[config.mk]
export PLATFORM = sky130hd
export DESIGN_NAME = imhq_ram
export DESIGN_NICKNAME = d
export VERILOG_FILES = /design/src/hdl/imhq_ram.sv
export SDC_FILE = /design/constraint.sdc
export NUM_CORES = 1
export LEC_CHECK = 0
export ABC_AREA = 1
export BUFFER_PORTS_ARGS = -buffer_cell sky130_fd_sc_hd__buf_2
export CAP_MARGIN = 20
export CORE_ASPECT_RATIO = 0.5
export CORE_MARGIN = 1
export CORE_UTILIZATION = 25
export DETAILED_ROUTE_END_ITERATION = 6
export MAX_ROUTING_LAYER = met4
export PLACE_DENSITY = 0.5
export SYNTH_ARGS = -nofsm -noshare
export SYNTH_HDL_FRONTEND = slang
export SYNTH_SLANG_ARGS = --single-unit
[constraint.sdc]
create_clock -name clk -period 1.4 [get_ports clk]
set_clock_uncertainty 0.15 [all_clocks]
set_input_delay 0.42 -clock clk [delete_from_list [all_inputs] [get_ports clk]]
set_output_delay 0.42 -clock clk [all_outputs]
set_load 0.02 [all_outputs]
[src/hdl/imhq_ram.sv]
module imhq_ram #(
  parameter int WIDTH     = 8,
  parameter int ADDR_BITS = 4
) (
  input  logic                 clk,
  input  logic                 we,
  input  logic [ADDR_BITS-1:0] waddr,
  input  logic [WIDTH-1:0]     wdata,
  input  logic [ADDR_BITS-1:0] raddr,
  output logic [WIDTH-1:0]     rdata
);

  logic [WIDTH-1:0] mem [2**ADDR_BITS];

  always_ff @(posedge clk) begin
    if (we) begin
      mem[waddr] <= wdata;
    end
    rdata <= mem[raddr];
  end

endmodule
== Yosys cells after proc, flatten, opt, wreduce, memory -nomap -nowiden ==
Memory sizes are Yosys's and may differ from the RTL's. A register that Yosys moved wholly into a read port is not among the register bits.
Index checks and enable logic that the tools add are counted.

* Memories: 1
* Bits of input ports: 18
* Output and inout port bits: 8
* Register bits: 0
* Logic and storage cells: 3
* Bits in writable memories: 128

{| class="wikitable"
|+ Memories
! name !! words !! width !! read ports !! clocked after memory_dff !! write ports !! line !! source
|-
| mem || 16 || 8 || 1 || 1 || 1 || 13 || <nowiki>logic [WIDTH-1:0] mem [2**ADDR_BITS];</nowiki>
|}

* Muxes and demuxes: 2

{| class="wikitable"
|+ Operator list
! cell !! number
|-
| $mux W1 || 2
|}

== Longest topological paths before layout ==
* Depth in word-level cells: 2
* Mapped depth: 8
* Depth with buffers taken out: 7

== Worst setup path after synthesis ==
No wires, ideal clock.

* Kind: input to register
* From: in waddr[2]
* To: mem mem[10][0] (enable)
* Path buffers: 0
* Data arrival time: 1.001 ns
* Setup slack: -0.121 ns
* Data required time: 0.880 ns
* Stages on the path: 2
* Cell sequence: nand3b_1 > nor2_1

{| class="wikitable"
|+ RTL lines
! element !! line !! source
|-
| from (decl) || 7 || <nowiki>input logic [ADDR_BITS-1:0] waddr,</nowiki>
|-
| to (decl) || 13 ||
|}

No word-level cell before the write port.

== Worst setup path after layout ==
* From: reg rdata[0] (read register of mem)
* To: out rdata[0]

{| class="wikitable"
|+ RTL lines
! element !! line !! source
|-
| from (decl) || 10 || <nowiki>output logic [WIDTH-1:0] rdata</nowiki>
|}

No word-level cell between the ends.

==> impl_results.md <==
* Status: finished with violations
* Failing checks: setup timing
* Crit-path max FO at 1
* Initial antenna violation count at 0
* CTS root buffer: clkbuf_16
* FP Rows at 38
* Final wirelength at 13,900 um
* Initial Utilization at 26.0%
* Syn Nets at 569
* Main combinational cell family by area after synthesis: simple AND/OR/NAND/NOR gates
* Critical path's top delay family: flip-flops
* Cell total after placement at 881
* Synth Area in Compound Gates at 0%
* CP Launch Type: flop
* Clock transition at path regs at 0.05 ns
* Max Cap Viol at 0
* Unique masters post-synth at 12
* Hold Fails Final Rpt at 0
* Cell Count, Final, Fillers Out at 913
* Post-CTS Resized at 24
* # hold bufs at CTS at 0
* CP max stage cell: dfxtp_2
* Internal at 0.00735 W
* Worst path cell trace: buf_6
* Die Area at 23,700 um^2
* Slew Viols, Final at 0
* Number of global-route vias before repair at 3,718
* DRT iter0 DRCs at 334
* Maximum vdd ir drop at 0.000919 V
* DRT antenna net count at 0
* Filler Cells Inserted at 2,275
* TritonCTS Buffers at 17
* Share of cells above drive strength 1 at 16.0%
* Worst setup margin at -0.0386 ns
* Gr usage total at 12.8%
* First-pass GRT wire length at 21,600 um
* CP Capture Type: output pin
* Clock power share at 43.8%
* IO buf count at 25
* CTS tree: built
* CP bufs+invs at 1
* Final setup viols at 8
* Io pins at 26
* RSZ-0062 raised after global routing: yes
* Worst EP required at 0.83 ns
* Critical path's largest stage delay at 0.35 ns
* Via count at 3,761
* Clock tree buffer depth at 2
* Final period util at 103%
* Post-CTS Setup Bufs at 0
* Total Nets Final at 618
* Antenna cells at 0
* Gp weighted congestion at 0.777
* DP Area at 6450 um^2
* PwrDens at 1330 nW/um^2
* Clock Latency Late Sink at 0.41 ns
* Sw Pwr at 0.00203 W
* Area delta synth->final at 22.5%
* Largest net degree at the start of global routing at 37
* Post-route DRC at 0
* WL/cell at 15.3 um
* Vias per cell at 4.12
* Register Area at 4010 um^2
* Post-DP HPWL at 8870 um
* Post-route cell area at 7060 um^2
* Mux cell area share after synthesis at 0%
* Yosys warns at 0
* Final Core Density at 31.9%
* Adder-cell share of the synthesized area at 0%
* Logic pwr share at 7.2%
* Simple-Gate Fraction of Synth Area at 21.0%
* Post-Syn Instances at 551
* Mapped Area at 5770 um^2
* Seq/Total Area, Yosys at 69.4%
* First-pass DRT Iterations at 4
* #FFs+latches synth at 136
* Pleak at 2.99 nW
* Xor/xnor share of the synthesized area at 0%
* Seq pwr share at 48.9%
* Switching portion of total power at 21.7%
* Critical path class: flop to output pin
* Clock sink count at 136
* Worst slew pin tran at 0.414 ns
* Worst slew margin at 72.4%
* Power after layout at 0.00939 W
* Worst Hold Class: input pin to flop
* Final min period at 1.44 ns
* Worst EP arrival at 0.87 ns
* Grt ovf at 0
* Fmax at 0.695 GHz
* Area of the multi-input gates at 1230 um^2
* DIE HEIGHT at 109 um
* CTS H-tree depth at 4
* Core area at 22,200 um^2
* Die width at 217 um
* Syn Area/Cell at 10.5 um^2
* TNS Setup at -0.133 ns
==> cells by family after synthesis <==
kind of cell / after synthesis
AND/OR/NAND/NOR: 289
flip-flops: 136
buffers and inverters: 126
==> per-stage QoR <==
stage | hold slack (ns) | setup slack (ns)
floorplan | 0.369 | -0.121
global placement | 0.506 | -0.343
detailed placement | 0.531 | -0.345
CTS | 0.242 | -0.0565
global route | 0.271 | -0.0736
finish | 0.256 | -0.0386
==> final timing paths <==
kind,start,endpoint,slack (ns),cells after the start
worst min register to register,mem[6][4]$_DFFE_PP_,rdata[4]$_DFF_P_,0.54,6
worst max register to register,mem[1][2]$_DFFE_PP_,rdata[2]$_DFF_P_,0.19,6
worst max-delay path,rdata[0]$_DFF_P_,rdata[0],-0.04,1
worst min-delay path,raddr[2],rdata[2]$_DFF_P_,0.26,4
==> worst min-delay path, stage by stage <==
cell	delay, ns
buf_2	0.11
nand3_1	0.08
nand3_1	0.10
nand2_1	0.06
==> cells in the final DEF (no fill, tap or decap) <==
cell	n
nand2_1	173
clkinvlp_4	2
buf_4	19
nand3b_1	2
inv_1	100
nor2_1	11
buf_2	17
clkbuf_1	3
buf_12	9
clkinv_2	5
buf_6	9
clkbuf_16	17
bufinv_16	1
inv_2	2
clkinv_1	1
clkbuf_8	3
nand3_1	97
dfxtp_2	8
nor2_2	6
edfxtp_1	128
==> power groups by stage <==
stage	sequential [W]	clock [W]	combinational, W
after floorplan	0.00469	0	0.000324
after global placement	0.00466	0	0.000651
after detailed placement	0.00466	0	0.000655
after CTS	0.00459	0.00419	0.000688
after global routing	0.00460	0.00436	0.000747
final	0.00459	0.00411	0.000679
==> cells in the mapped netlist <==
cell | count | area (um^2)
buf_4 | 4 | 30.0
nand2_1 | 173 | 649
buf_6 | 6 | 67.6
buf_2 | 13 | 65.1
dfxtp_1 | 8 | 160
nand3b_1 | 2 | 15.0
buf_1 | 1 | 3.75
inv_2 | 2 | 7.51
nand3_1 | 97 | 485
edfxtp_1 | 128 | 3840
nor2_1 | 17 | 63.8
inv_1 | 100 | 375
==> layout make-up <==
type	instances	area share [%]
Sequential cell	136	56.8
Multi-Input combinational cell	289	17.4
Timing Repair Buffer	54	7.21
Clock buffer	23	6.77
Inverter	102	5.42
Tap cell	300	5.32
Clock inverter	9	1.05
==> registers in the layout (all words and copies together), names as in the netlist <==
register  flops
mem         128
rdata         8
==> layer usage <==
| layer | global-route usage, % | part of all wire [%] |
|---|---|---|
| met1 | 16.0 | 49 |
| met2 | 21.2 | 47 |
| met3 | 2.90 | 3.7 |
| met4 | 3.32 | 0.63 |
| met5 | - | 0 |
No activity file was read; power rests on OpenSTA's default activity.
